[src/rtl/wfr_pkg.sv]
`timescale 1ns / 1ps
// ---------------------------------------------------------------------------
// wfr_pkg
// Types, constants and the CRC-8 step shared by the frame receiver.
// ---------------------------------------------------------------------------
package wfr_pkg;

	localparam int FRAME_BUFFER_BYTES = 256;

	localparam logic [7:0] MARK_FRAME  = 8'hC0;
	localparam logic [7:0] MARK_ESC    = 8'hDB;
	localparam logic [7:0] ESC_FRAME   = 8'hDC;
	localparam logic [7:0] ESC_ESC     = 8'hDD;
	localparam logic [7:0] CRC_POLY    = 8'h31;
	localparam logic [7:0] MAX_PAYLOAD = 8'(FRAME_BUFFER_BYTES - 5);

	localparam logic [15:0] TIMEOUT_RESET = 16'd100;

	typedef enum logic [0:0] {
		CFG_OWN_ADDRESS  = 1'b0,
		CFG_TIMEOUT      = 1'b1
	} cfg_index_t;

	typedef enum logic [2:0] {
		ST_PAYLOAD = 3'd0,
		ST_GOOD    = 3'd1,
		ST_CRC     = 3'd2,
		ST_INVALID = 3'd3,
		ST_TIMEOUT = 3'd4
	} status_t;

	// crc-8, msb first, no reflection
	function automatic logic [7:0] crc8_step(input logic [7:0] crc, input logic [7:0] d);
		logic [7:0] c;
		c = crc ^ d;
		for (int i = 0; i < 8; i++) begin
			if (c[7]) begin
				c = {c[6:0], 1'b0} ^ CRC_POLY;
			end else begin
				c = {c[6:0], 1'b0};
			end
		end
		return c;
	endfunction

	localparam logic [7:0] CRC_INIT = crc8_step(8'h00, MARK_FRAME);

endpackage

[src/rtl/wake_frame_receiver_core.sv]
`timescale 1ns / 1ps
// ---------------------------------------------------------------------------
// wake_frame_receiver_core
// Deframer for a byte-stuffed serial protocol with CRC-8 check.
//
// Input channel (in_valid/in_ready): each transfer is either a line byte
// (kind 0, raw_byte) or a one millisecond tick (kind 1). 0xC0 opens a frame,
// 0xDB escapes the next byte. Address, command, size, payload and CRC follow.
// Output channel (out_valid/out_ready): zero or one result per input item:
// a payload byte, or the frame outcome (good, CRC error, invalid, timeout)
// with the address, command and declared length of the frame.
// Configuration: cfg_we/cfg_index/cfg_data write own_address (index 0) and
// timeout_ticks (index 1). The user must write them only while the block is
// idle; the block itself does not enforce this. An accepted item sits in
// the input register while the per-byte decode and CRC feed the result
// register. Throughput is one item per cycle while out_ready is not low.
// Reset clears the frame state, own_address to 0 and timeout_ticks to 100.
// When out_ready is low with a result pending, the input register holds its
// item and in_ready drops once that register is full.
// ---------------------------------------------------------------------------
module wake_frame_receiver_core
	import wfr_pkg::*;
(
	input  logic        clk,
	input  logic        arst_n,
	input  logic        cfg_we,
	input  logic        cfg_index,
	input  logic [15:0] cfg_data,
	input  logic        in_valid,
	output logic        in_ready,
	input  logic        kind,
	input  logic [7:0]  raw_byte,
	output logic        out_valid,
	input  logic        out_ready,
	output logic [2:0]  status,
	output logic [7:0]  payload_byte,
	output logic [7:0]  frame_address,
	output logic [7:0]  frame_command,
	output logic [7:0]  payload_length
);

	logic [7:0]  own_address_q;
	logic [15:0] timeout_ticks_q;

	logic        valid_s1;
	logic        kind_s1;
	logic [7:0]  byte_s1;

	logic        in_frame_q, escape_pending_q, stray_reported_q, address_accepted_q;
	logic [7:0]  byte_count_q, running_crc_q;
	logic [7:0]  held_address_q, held_command_q, held_size_q;
	logic [15:0] idle_ticks_q;

	logic        in_frame_d, escape_pending_d, stray_reported_d, address_accepted_d;
	logic [7:0]  byte_count_d, running_crc_d;
	logic [7:0]  held_address_d, held_command_d, held_size_d;
	logic [15:0] idle_ticks_d;

	logic        out_valid_q;
	status_t     status_q;
	logic [7:0]  payload_byte_q, frame_address_q, frame_command_q, payload_length_q;

	logic        advance;
	logic        emit;
	logic        framed;
	status_t     r_status;
	logic [7:0]  r_payload;
	logic        take;
	logic [7:0]  take_data;
	logic [8:0]  frame_end;

	assign advance  = !out_valid_q || out_ready;
	assign in_ready = !valid_s1 || advance;

	always_ff @(posedge clk or negedge arst_n) begin
		if (!arst_n) begin
			own_address_q   <= 8'h00;
			timeout_ticks_q <= TIMEOUT_RESET;
		end else if (cfg_we) begin
			unique case (cfg_index_t'(cfg_index))
				CFG_OWN_ADDRESS: own_address_q   <= cfg_data[7:0];
				CFG_TIMEOUT:     timeout_ticks_q <= cfg_data;
				default:         ;
			endcase
		end
	end

	// input register
	always_ff @(posedge clk or negedge arst_n) begin
		if (!arst_n) begin
			valid_s1 <= 1'b0;
		end else if (in_ready) begin
			valid_s1 <= in_valid;
		end
	end

	always_ff @(posedge clk) begin
		if (in_ready && in_valid) begin
			kind_s1 <= kind;
			byte_s1 <= raw_byte;
		end
	end

	assign frame_end = 9'd3 + {1'b0, held_size_q};

	always_comb begin
		in_frame_d         = in_frame_q;
		escape_pending_d   = escape_pending_q;
		stray_reported_d   = stray_reported_q;
		address_accepted_d = address_accepted_q;
		byte_count_d       = byte_count_q;
		running_crc_d      = running_crc_q;
		held_address_d     = held_address_q;
		held_command_d     = held_command_q;
		held_size_d        = held_size_q;
		idle_ticks_d       = idle_ticks_q;
		emit               = 1'b0;
		framed             = 1'b1;
		r_status           = ST_PAYLOAD;
		r_payload          = 8'h00;
		take               = 1'b0;
		take_data          = byte_s1;

		if (kind_s1) begin
			if (in_frame_q) begin
				if (idle_ticks_q != 16'hFFFF) begin
					idle_ticks_d = idle_ticks_q + 16'd1;
				end
				if (idle_ticks_d > timeout_ticks_q) begin
					in_frame_d       = 1'b0;
					escape_pending_d = 1'b0;
					stray_reported_d = 1'b0;
					idle_ticks_d     = 16'h0000;
					emit             = 1'b1;
					r_status         = ST_TIMEOUT;
				end
			end
		end else begin
			idle_ticks_d = 16'h0000;
			priority if (byte_s1 == MARK_FRAME) begin
				in_frame_d         = 1'b1;
				escape_pending_d   = 1'b0;
				stray_reported_d   = 1'b0;
				byte_count_d       = 8'h00;
				running_crc_d      = CRC_INIT;
				held_address_d     = 8'h00;
				held_command_d     = 8'h00;
				held_size_d        = 8'h00;
				address_accepted_d = 1'b1;
			end else if (!in_frame_q) begin
				if (!stray_reported_q) begin
					stray_reported_d = 1'b1;
					emit             = 1'b1;
					framed           = 1'b0;
					r_status         = ST_INVALID;
				end
			end else if (escape_pending_q) begin
				escape_pending_d = 1'b0;
				priority if (byte_s1 == ESC_FRAME) begin
					take      = 1'b1;
					take_data = MARK_FRAME;
				end else if (byte_s1 == ESC_ESC) begin
					take      = 1'b1;
					take_data = MARK_ESC;
				end else begin
					in_frame_d       = 1'b0;
					stray_reported_d = 1'b1;
					emit             = 1'b1;
					r_status         = ST_INVALID;
				end
			end else if (byte_s1 == MARK_ESC) begin
				escape_pending_d = 1'b1;
			end else begin
				take = 1'b1;
			end

			if (take) begin
				running_crc_d = crc8_step(running_crc_q, take_data);
				priority if (byte_count_q == 8'd0) begin
					held_address_d     = take_data;
					address_accepted_d = (own_address_q == 8'h00) || (take_data == 8'h00)
						|| (take_data == own_address_q);
					byte_count_d       = 8'd1;
				end else if (byte_count_q == 8'd1) begin
					held_command_d = take_data;
					byte_count_d   = 8'd2;
				end else if (byte_count_q == 8'd2) begin
					if (take_data > MAX_PAYLOAD) begin
						in_frame_d       = 1'b0;
						escape_pending_d = 1'b0;
						stray_reported_d = 1'b1;
						emit             = 1'b1;
						r_status         = ST_INVALID;
					end else begin
						held_size_d  = take_data;
						byte_count_d = 8'd3;
					end
				end else if ({1'b0, byte_count_q} < frame_end) begin
					byte_count_d = byte_count_q + 8'd1;
					if (address_accepted_q) begin
						emit      = 1'b1;
						r_status  = ST_PAYLOAD;
						r_payload = take_data;
					end
				end else begin
					in_frame_d       = 1'b0;
					escape_pending_d = 1'b0;
					stray_reported_d = 1'b0;
					if (running_crc_d != 8'h00) begin
						emit     = 1'b1;
						r_status = ST_CRC;
					end else if (address_accepted_q) begin
						emit     = 1'b1;
						r_status = ST_GOOD;
					end
				end
			end
		end
	end

	always_ff @(posedge clk or negedge arst_n) begin
		if (!arst_n) begin
			in_frame_q         <= 1'b0;
			escape_pending_q   <= 1'b0;
			stray_reported_q   <= 1'b0;
			address_accepted_q <= 1'b1;
			byte_count_q       <= 8'h00;
			running_crc_q      <= CRC_INIT;
			held_address_q     <= 8'h00;
			held_command_q     <= 8'h00;
			held_size_q        <= 8'h00;
			idle_ticks_q       <= 16'h0000;
			out_valid_q        <= 1'b0;
		end else if (advance) begin
			out_valid_q <= valid_s1 && emit;
			if (valid_s1) begin
				in_frame_q         <= in_frame_d;
				escape_pending_q   <= escape_pending_d;
				stray_reported_q   <= stray_reported_d;
				address_accepted_q <= address_accepted_d;
				byte_count_q       <= byte_count_d;
				running_crc_q      <= running_crc_d;
				held_address_q     <= held_address_d;
				held_command_q     <= held_command_d;
				held_size_q        <= held_size_d;
				idle_ticks_q       <= idle_ticks_d;
			end
		end
	end

	// result register
	always_ff @(posedge clk) begin
		if (advance && valid_s1 && emit) begin
			status_q         <= r_status;
			payload_byte_q   <= r_payload;
			frame_address_q  <= framed ? held_address_q : 8'h00;
			frame_command_q  <= framed ? held_command_q : 8'h00;
			payload_length_q <= framed ? held_size_q : 8'h00;
		end
	end

	assign out_valid      = out_valid_q;
	assign status         = status_q;
	assign payload_byte   = payload_byte_q;
	assign frame_address  = frame_address_q;
	assign frame_command  = frame_command_q;
	assign payload_length = payload_length_q;

endmodule
[config.mk]
export PLATFORM = sky130hd
export DESIGN_NAME = wake_frame_receiver_core
export DESIGN_NICKNAME = d
export VERILOG_FILES = /design/src/rtl/wfr_pkg.sv /design/src/rtl/wake_frame_receiver_core.sv
export SDC_FILE = /design/constraint.sdc
export NUM_CORES = 1
export LEC_CHECK = 0
export BUFFER_PORTS_ARGS = -buffer_cell sky130_fd_sc_hd__buf_2
export CAP_MARGIN = 40
export CORE_MARGIN = 2
export CORE_UTILIZATION = 30
export DETAILED_ROUTE_END_ITERATION = 7
export PLACE_DENSITY_LB_ADDON = 0.3
export SYNTH_ARGS = -nofsm -noshare
export SYNTH_HDL_FRONTEND = slang
export SYNTH_SLANG_ARGS = --single-unit
[constraint.sdc]
create_clock -name clk -period 9.08 [get_ports clk]
set_input_delay 0.908 -clock clk [delete_from_list [all_inputs] [get_ports clk]]
set_output_delay 0.908 -clock clk [all_outputs]
set_load 0.02 [all_outputs]
Word-level counts from Yosys, hierarchy flattened
Index checks and enable logic that the tools add are counted.
- $add $sub $neg: 3
- $lt $le $gt $ge: 3
- equal/unequal tests: 10
- multiplexer cells: 144
- bitwise operators: 14
- reductions and logical operators: 23
- operators by type and width (kind ; count):
    $mux 8 ; 44
    $mux 16 ; 6
    $mux 1 ; 68
    $mux 6 ; 8
    $mux 3 ; 14
    $eq 8x8->1 const B ; 4
    $logic_not 8->1 ; 3
    $not 3->3 ; 8
    $add 16x1->16 const B ; 1
    $gt 16x16->1 ; 1
    $ne 16x16->1 const B ; 1
    $add 2x8->9 const A ; 1
    $lt 8x9->1 ; 1
    $add 8x1->8 const B ; 1
    $eq 8x1->1 const B ; 1
    $eq 8x2->1 const B ; 1
    $eq 8x8->1 ; 1
    $gt 8x8->1 const B ; 1
    $mux 2 ; 4
    $reduce_and 4->1 ; 2
    $reduce_bool 8->1 ; 1
    $xor 8x8->8 ; 1
    $reduce_or 7->1 ; 1
    $reduce_and 2->1 ; 3
    7 further kinds ; 20
- flip-flop bits (word level): 130
- input bits: 31
- output and inout port bits: 37
- word-level logic and storage cells: 218

Depth between registers and ports, before layout
Gate-level depths: netlist (run 1).
- word-level depth: 49
- mapped depth: 15
- mapped depth without buffers: 15

Worst setup path after synthesis (run 1)
No wires, ideal clock.
- kind: register to register
- from: reg idle_ticks_q[0]
- to: reg frame_address_q[0], in the netlist frame_address[0] (enable)
- library setup time: 427 ps
- arrival time: 4689 ps
- data required time: 8653 ps
- slack: 3964 ps
- cell stages (with the launch flop): 16
- cells stage by stage: dfrtp_1 ha_1 nand3_1 nor2_1 nand4_1 nor3b_1 nand3_1 xnor2_1 ha_1 nand4_1 or3_1 or2_2 nand4_1 nand2_1 a21o_1 nor2_1
- longest elaborated chain between the ends: 9
- ends and longest elaborated chain (item ; line ; source):
    from (decl) ; wake_frame_receiver_core.sv:52 ; logic [15:0] idle_ticks_q;
    from (signal assigned) ; wake_frame_receiver_core.sv:246 ; idle_ticks_q <= idle_ticks_d;
    $add 16x1->16 or $ne 16x16->1 (tied branches) ; wake_frame_receiver_core.sv:127, wake_frame_receiver_core.sv:126 ;
    $mux 16 (*) ; wake_frame_receiver_core.sv:126 ; if (idle_ticks_q != 16'hFFFF) begin
    $mux 16 (*) ; wake_frame_receiver_core.sv:125 ; if (in_frame_q) begin
    $mux 16 (*) ; wake_frame_receiver_core.sv:124 ; if (kind_s1) begin
    $gt 16x16->1 (*) ; wake_frame_receiver_core.sv:129 ; if (idle_ticks_d > timeout_ticks_q) begin
    $mux 1 (*) ; wake_frame_receiver_core.sv:129 ;
    $mux 1 (*) ; wake_frame_receiver_core.sv:125 ;
    $mux 1 (*) ; wake_frame_receiver_core.sv:124 ;
    $logic_and 1x1->1 (*) ; wake_frame_receiver_core.sv:253 ; if (advance && valid_s1 && emit) begin
    to (signal assigned) ; wake_frame_receiver_core.sv:256 ; frame_address_q <= framed ? held_address_q : 8'h00;
    to (decl) ; wake_frame_receiver_core.sv:61 ; logic [7:0] payload_byte_q, frame_address_q, frame_command_q, payload_length_q;
Every way passes the cells marked *; elsewhere a longest branch is shown, timed or not. The select of a mux whose other input is x is not followed.
A chain may end at the register's enable or synchronous reset.

Worst setup path after layout (run 1)
- from: reg idle_ticks_q[4]
- to: reg frame_address_q[5], in the netlist frame_address[5] (enable)
Same word-level chain as after synthesis.

==> results of run 1 <==
per-layer routing:
layer	vias up	GRT usage, %	part of all wire [%]	wire (um)
met5	-	0	0	0
met4	0	4.329	1.3	207
met3	20	3.304	4.0	641
met2	101	22.39	45	7337
met1	2412	19.18	49	8021
li1	2506	-	-	-
worst max-delay path, cell delays in order, from the launching register on:
cell and delay, ns:
sky130_fd_sc_hd__dfrtp_1 0.43, sky130_fd_sc_hd__nand3_1 0.21, sky130_fd_sc_hd__nor3_1 0.41, sky130_fd_sc_hd__nand4_1 0.45, sky130_fd_sc_hd__nand2b_1 0.37, sky130_fd_sc_hd__nor3_1 0.10, sky130_fd_sc_hd__xnor2_1 0.15, sky130_fd_sc_hd__ha_1 0.29
sky130_fd_sc_hd__nand2_1 0.05, sky130_fd_sc_hd__or3_1 0.39, sky130_fd_sc_hd__or2_2 0.31, sky130_fd_sc_hd__nand4_1 0.15, sky130_fd_sc_hd__nand2_1 0.13, sky130_fd_sc_hd__a21o_1 0.26, sky130_fd_sc_hd__nor2_4 0.21, sky130_fd_sc_hd__buf_12 0.22
sequential cells by signal (all words and copies together) (netlist names):
| signal | cells |
|---|---|
| in_frame_q | 1 |
| held_command_q | 8 |
| held_size_q | 8 |
| status | 3 |
| frame_address | 8 |
| stray_reported_q | 1 |
| timeout_ticks_q | 16 |
| escape_pending_q | 1 |
| idle_ticks_q | 16 |
| byte_count_q | 8 |
| frame_command | 8 |
| out_valid | 1 |
| payload_length | 8 |
| address_accepted_q | 1 |
| payload_byte | 8 |
| held_address_q | 8 |
| own_address_q | 8 |
| kind_s1 | 1 |
| byte_s1 | 8 |
| valid_s1 | 1 |
| running_crc_q | 8 |
layout make-up:
| cell class | instances | area, um^2 | share of cell area, % |
|---|---|---|---|
| Clock buffer | 17 | 425.4 | 5.135 |
| Clock inverter | 15 | 137.6 | 1.661 |
| Timing Repair Buffer | 76 | 419.2 | 5.060 |
| Multi-Input combinational cell | 459 | 3307 | 39.92 |
| Tap cell | 313 | 391.6 | 4.727 |
| Sequential cell | 130 | 3483 | 42.05 |
| Inverter | 32 | 120.1 | 1.450 |
worst paths after layout:
check,slack (ns),depth (start not counted),start,end
setup / recovery,4.63,15,idle_ticks_q[4],frame_address[5]
hold / removal,0.46,1,arst_n,own_address_q[7]
setup reg to reg,4.63,15,idle_ticks_q[4],frame_address[5]
hold reg to reg,0.50,2,held_address_q[1],held_address_q[1]
max in group asynchronous,7.60,2,arst_n,held_size_q[5]
min in group clk,0.50,2,held_address_q[1],held_address_q[1]
Yosys cell counts, drive strengths merged, types with 6 or more instances:
library cell	number	share of area, %
buf	13	1.1
xnor2	30	3.8
or3	8	0.71
dfstp	8	3.0
nor4	10	0.89
mux2i	6	0.86
nor2	27	1.4
nand3	39	2.9
o21ai	34	2.5
dfrtp	78	28
and3	6	0.53
nand2	54	2.9
and2	7	0.62
nor2b	25	2.2
o21a	6	0.66
xor2	19	2.5
clkbuf	15	0.80
mux2	26	4.2
inv	32	1.7
a22o	15	1.9
a21oi	19	1.4
edfxtp	44	19
nor3	13	1.0
ha	29	5.2
nand4	14	1.2
kinds of logic after synthesis:
kind of cell | share of synthesized area, %
fa+ha+maj | 5.166
simple gates | 16.89
compound gates | 13.40
buf+inv | 3.616
flops | 49.59
xor+xnor | 6.324
mux | 5.023
layout by cell type, fill, tap and decap left out, types with 29 or more instances in the layout:
cell type,count
sky130_fd_sc_hd__inv_1,32
sky130_fd_sc_hd__nand3_1,37
sky130_fd_sc_hd__nand2_1,54
sky130_fd_sc_hd__dfrtp_1,78
sky130_fd_sc_hd__buf_2,67
sky130_fd_sc_hd__ha_1,29
sky130_fd_sc_hd__edfxtp_1,44
sky130_fd_sc_hd__o21ai_0,30
sky130_fd_sc_hd__xnor2_1,29
power breakdown:
group / switching, uW / leakage [uW] / internal (uW)
Combinational: 409 / 0.00163 / 303
Sequential: 111 / 0.00152 / 749
Clock: 291 / 0.000270 / 361
per-stage QoR:
step           hold WS [ns]  total power, uW
6_report             0.4612             2223
5_1_grt              0.5190             2369
4_1_cts              0.4880             2241
3_5_place_dp         0.4823             1581
3_3_place_gp         0.4731             1571
2_1_floorplan        0.4586             1383
==> flow_results.org, run 1 <==
** Run status
- Outcome :: completed

** Cells and area
- Counting the fill cells in the layout gives 2292.
- Final cell area excluding filler cells :: 8284 um^2
- Antenna fix cells :: 0
- Layout cell share with drive strength beyond 1 :: 22.63%
- Compared with the post-synthesis result, the final layout area differs by 17.94%.
- Post-layout instance count excluding filler cells :: 1042
- At the end of the flow the core is filled with cells to 36.37%.
- The final layout contains 776 nets.

** Detailed routing
- The count of nets left with antenna violations once routing finished came out at 0.
- After detailed routing, the number of remaining DRC violations is 0.
- The final layout contains routed wiring with a total length of 16.21 mm.
- Drt initial violations :: 296
- In the routed layout, each cell is associated on average with a via count of 4.836.
- Total number of vias :: 5039
- The pre-antenna-repair detailed-routing pass consisted of 5 iterations.
- DR WL/cell :: 15.55 um

** STA
- Count of final setup violators :: 0
- Setup repair after global routing left no endpoint under its margin.
- Aggregate negative setup slack :: 0 ns
- The count of pins over their slew limit is 0.
- Post-layout minimum cycle time :: 4.454 ns
- Dividing the final minimum period by the clock period gives 49.06%.
- Once routing completed, OpenROAD measured the worst setup slack at 4.626 ns.
- Hold Fails Final Rpt :: 0
- Worst-Margin Slew :: 0.8456 ns
- The clock arrives with 0.01138 ns of skew.
- Slew headroom :: 43.32%
- Derived from the worst setup path, the maximum achievable clock frequency is 224.5 MHz.

** Floorplanning
- The floorplan has 55 rows.
- For this configuration, the core starts out at a cell density of 30.84%.
- Die X :: 157.0 um
- 68 I/O pins were placed.
- Measured along the y axis, the die boundary spans 157.0 um.
- The die covers 24650 um^2.
- The core region is 22780 um^2.

** Synthesis
- Number of enable flip-flop cells after synthesis :: 44
- For this run, the number of Yosys warnings is 0.
- Netlist cell types :: 70
- Dividing the synthesized area by the synthesized cell count gives 10.82 um^2.
- The number of nets in the synthesized netlist is 709.
- Of all flip-flops after synthesis, the portion carrying an async set or reset was 66.15%.
- Portion of the post-synthesis area used by sequential elements :: 49.59%
- Synth Cell Area :: 7024 um^2
- For this run, the leading register cell type out of synthesis is sky130_fd_sc_hd__dfrtp_1.
- Synthesis inferred 130 register bits.
- Synthesis handed over a netlist of 649 instances.

** Critical path
- STA classifies the critical path endpoint as a register.
- Critical path class :: register to register
- STA classifies the critical path startpoint as a register.
- At the worst endpoint, the required time is 9.21 ns.
- Arrival time at the worst endpoint :: 4.58 ns
- In this run the worst path has a maximum fanout of 32.

** Placement
- At the placement stage, the worst setup path has a slack of 4.673 ns.
- Final HPWL DP :: 11.58 mm
- After detailed placement, the design holds a cell count of 1010.
- Placed instance area :: 7721 um^2
- Port Buffer Count :: 67
- Routability-driven placement congestion ratio :: 0.8749

** Clock network
- After clock tree synthesis, the setup repair step added 0 buffers.
- For this design, the sink count on the clock tree is 130.
- In this run, post-CTS hold repair placed 0 buffers.
- Clock tree from TritonCTS :: built
- Clock network latency to the later pin of the worst-skew pair :: 0.43 ns
- In this run, CTS created clock tree buffers numbering 17.
- The clock passes through at most 2 buffers.
- In this run, post-CTS repair resized a total of 0 instances.
- Depth of the CTS H-tree :: 4
- After clock tree synthesis, the clock-pin slew on the worst setup and hold paths is 0.06 ns.
- The tree is rooted in a sky130_fd_sc_hd__clkbuf_16.

** Pwr
- Power density over cell area :: 268.4 nW/um^2
- The worst-case IR drop observed on VDD is 0.0001183 V.
- Leakage power total :: 0.003412 uW

** Global routing
- The first global-routing pass estimated 26.99 mm of wire.
- Tot GR Track Use :: 14.12%
- Number of antenna violations at the first check in global routing :: 0
- Largest net degree at the start of global routing :: 47
- The total overflow left after global routing is 0.
- Vias in the first global route :: 5051

** Hold path
- In this run the worst hold path is classified as input port to async pin.

** Flow run
- Max-cap violations in this run came to 0.
Note: power is estimated with default switching activity, not from simulation.
==> run 2: changes to the inputs <==
clock period = 4 ns   (was 9.08 ns; I/O delays follow)
==> run 2 against run 1 <==
Against the previous run: flip-flop and latch count is the same; register-to-register slack lost 4.4 ns; maximum frequency up 18%; combinational power up 130%; critical path depth rose by 2; count of clock-buffer cells in the layout is the same; sequential share of layout area decreased by 1.3 points; routed wire length rose by 4.6%; non-clock buffer count rose by 21; design area is 3.3% higher; clock power increased by 130%; total power up 130%; critical path type unchanged.
==> flow_results.org, run 2 (synthesis results as in run 1) <==
** Critical path
- Critical path capture point type :: register (unchanged)
- The maximum fanout count along the critical path was 18 (was 32).
- Number of buffers and inverters on the critical path :: 2 (was 1)
- The critical register-to-register path endpoint is payload_length[0] (was frame_address[5]).
- The most numerous cell type found on the critical path is sky130_fd_sc_hd__nand4_1.
- The type of the worst setup path was register to register (unchanged).
- CP required :: 4.13 ns (was 9.21 ns)
- The path depth of the worst reg2reg path was 17 (was 15).
- Cells traversed along the worst timing path :: ha_1 -> nand3_2 -> nor2_1 -> nand4_1 -> nor3b_4 -> nand3_2 -> xnor2_1 -> ha_1 -> nand4_1 -> or3_4 -> or2_2 -> nand4_1 -> nand2_1 -> a21o_1 -> nor2_4 -> buf_12 -> buf_12 (was nand3_1 -> nor3_1 -> nand4_1 -> nand2b_1 -> nor3_1 -> xnor2_1 -> ha_1 -> nand2_1 -> or3_1 -> or2_2 -> nand4_1 -> nand2_1 -> a21o_1 -> nor2_4 -> buf_12)
- Startpoint class of the critical path :: register (unchanged)
- Peak per-stage delay on the critical path :: 0.43 ns (was 0.45 ns)
- Worst reg2reg startpoint :: idle_ticks_q[0] (was idle_ticks_q[4])
- The register-to-register setup slack came to 0.22 ns (was 4.63 ns).
- The slowest cell on the critical path is sky130_fd_sc_hd__dfrtp_2 (was sky130_fd_sc_hd__nand4_1).
- The data arrival time at the worst-slack endpoint was 3.91 ns (was 4.58 ns).
- Cell type group with the largest total delay on the critical path :: simple AND/OR/NAND/NOR gates (unchanged)

** STA
- Unrepaired setup endpoints after global routing :: no (unchanged)
- Hold Fails Final Rpt :: 0 (unchanged)
- The relative slew slack came to 53.66% (was 43.32%).
- The count of final setup violators is 0 (unchanged).
- Post-route fraction of the period consumed by the critical path :: 94.53% (was 49.06%)
- The transition time at the pin with the least slew margin is 0.6937 ns (was 0.8456 ns).
- Aggregate negative setup slack :: 0 ns (unchanged)
- The highest clock frequency the design can meet is 264.5 MHz (was 224.5 MHz).
- The clock tree skew after final layout is 0.01526 ns (was 0.01138 ns).
- Final WS setup :: 0.2188 ns (was 4.626 ns)
- Number of max-slew violations in the final report :: 0 (unchanged)
- Post-layout minimum cycle time :: 3.781 ns (was 4.454 ns)

** Global routing
- Total congestion overflow :: 0 (unchanged)
- The first-pass GRT wire length was 27.81 mm (was 26.99 mm).
- The initial antenna violation count is 0 (unchanged).
- The via count of the first global-routing pass came to 5237 (was 5051).
- The maximum number of pins on one net before global-route repair was 49 (was 47).
- Tot GR Track Use :: 14.44% (was 14.12%)

** Pwr
- Leakage power total :: 0.003547 uW (was 0.003412 uW)
- Overall power after layout :: 5109 uW (was 2223 uW)
- Power density over cell area :: 596.9 nW/um^2 (was 268.4 nW/um^2)
- Largest voltage drop on the vdd net :: 0.0002654 V (was 0.0001183 V)

** Placement
- Placement Setup Slack :: 0.1762 ns (was 4.673 ns)
- Instance count after placement with tap cells included :: 1024 (was 1010)
- Routability-driven placement congestion ratio :: 0.7945 (was 0.8749)
- The placed wire-length estimate after detailed placement is 12.08 mm (was 11.58 mm).
- Port Buffer Count :: 67 (unchanged)

** Cells and area
- Area taken by multi-input logic gates :: 3369 um^2 (was 3307 um^2)
- Top flop regs :: idle_ticks_q (16), timeout_ticks_q (16) (unchanged)
- Antenna fix cells :: 0 (unchanged)
- The fraction of layout cells with a size suffix above 1 came to 25.87% (was 22.63%).
- Fill cell total of the finished layout :: 2296 (was 2292)
- Post-layout instance count excluding filler cells :: 1063 (was 1042)
- Leading cell types in the layout, fill and taps excluded: sky130_fd_sc_hd__dfrtp_1 (77), sky130_fd_sc_hd__buf_2 (67), sky130_fd_sc_hd__nand2_1 (54), sky130_fd_sc_hd__edfxtp_1 (44), sky130_fd_sc_hd__nand3_1 (34) (was sky130_fd_sc_hd__dfrtp_1 (78), sky130_fd_sc_hd__buf_2 (67), sky130_fd_sc_hd__nand2_1 (54), sky130_fd_sc_hd__edfxtp_1 (44), sky130_fd_sc_hd__nand3_1 (37)).
- Final net count :: 797 (was 776)
- Most common cell after layout, fill and taps aside :: sky130_fd_sc_hd__dfrtp_1 (unchanged)
- The sequential cell area came to 3485 um^2 (was 3483 um^2).
- The post-synthesis to final-layout area growth was 21.84% (was 17.94%).

** Floorplanning
- Number of rows created at floorplan :: 55 (unchanged)
- Core area :: 22780 um^2 (unchanged)
- The chip height is 157.0 um (unchanged).
- The die extent in x is 157.0 um (unchanged).
- Initial core utilization :: 30.84% (unchanged)
- Top-level port count :: 68 (unchanged)
- Die area :: 24650 um^2 (unchanged)

** Clock network
- The number of buffers on the longest clock path was 2 (unchanged).
- Clock tree from TritonCTS :: built (unchanged)
- Root buffer cell :: sky130_fd_sc_hd__clkbuf_16 (unchanged)
- Inserted Clock Buffers :: 17 (unchanged)
- The H-tree level count was 4 (unchanged).
- The clock-pin slew of the registers on the worst-case setup and hold paths is 0.06 ns (about the same).
- Clock network latency to the later pin of the worst-skew pair :: 0.43 ns (about the same)
- The TritonCTS sink count is 130 (unchanged).

** Detailed routing
- The total wirelength of the detailed-routed design was 16.95 mm (was 16.21 mm).
- The routed length per instance is 15.95 um (was 15.55 um).
- The number of nets with antenna violations after routing was 0 (unchanged).
- Drt initial violations :: 296 (unchanged)
- Remaining design rule violation count :: 0 (unchanged)
- The first-pass iteration count of the detailed router is 5 (unchanged).
- Total number of vias :: 5247 (was 5039)
- The ratio of routed vias to standard cells was 4.936 (was 4.836).

** Flow run
- The reported max-cap violation count is 0 (unchanged).

** Run status
- Outcome :: completed (unchanged)

** Hold path
- Worst hold path stage count :: 1
- Worst Hold Class :: input port to register (was input port to async pin)
- Origin of the worst min-delay path :: raw_byte[6]
- For hold timing, the worst endpoint is byte_s1[6].
==> run 2: final cells by class <==
cell class | instances | share of cell area [%]
clock buffers | 17 | 4.971
clock inverters | 15 | 1.564
inverters | 32 | 1.404
multi-input cells | 459 | 39.37
flip-flops and latches | 130 | 40.72
well taps | 313 | 4.576
repair buffers | 97 | 7.398
==> run 2: what timing repair did <==
item,4_1_cts,5_1_grt
gates resized for setup,0,11
buffers inserted,0,3
hold endpoints to repair,20,0
endpoints found under the setup margin,0,49
hold buffers,1,0
==> run 2: worst max-delay path by stage <==
stage	start	endpoint	slack, ns	depth (start not counted)
after floorplan	idle_ticks_q[0]	frame_address[0]	0.004	15
after global placement	idle_ticks_q[0]	frame_address[0]	0.24	16
after detailed placement	idle_ticks_q[0]	frame_address[4]	0.18	16
after CTS	idle_ticks_q[0]	payload_length[3]	0.14	16
after global routing	idle_ticks_q[0]	payload_length[3]	0.02	17
final	idle_ticks_q[0]	payload_length[0]	0.22	17
==> run 2: metrics by stage <==
step                      cell area, um^2  utilization, %  hold slack [ns]
after floorplan                      7042               -           0.1044
after global placement               7812           34.30           0.4722
after detailed placement             7853           34.47           0.3292
after CTS                            8422           36.97           0.1332
after global routing                 8558           37.57           0.1380
final                                8558           37.57           0.1516
==> run 2: power breakdown <==
group	leakage (uW)	switching (uW)	total (uW)	internal (uW)
logic	0.00177	951	1670	722
clock network	0.000264	676	1490	818
registers	0.00151	243	1940	1700
total	0.00355	1870	5110	3240
==> run 2: per-layer routing <==
layer | routed length [um] | up-vias | part of all wire (%) | track usage [%]
li1 | - | 2552 | - | -
met1 | 8221 | 2549 | 48 | 19.61
met2 | 7790 | 132 | 46 | 22.87
met3 | 802 | 14 | 4.7 | 3.387
met4 | 137 | 0 | 0.81 | 4.459
met5 | 0 | - | 0 | 0
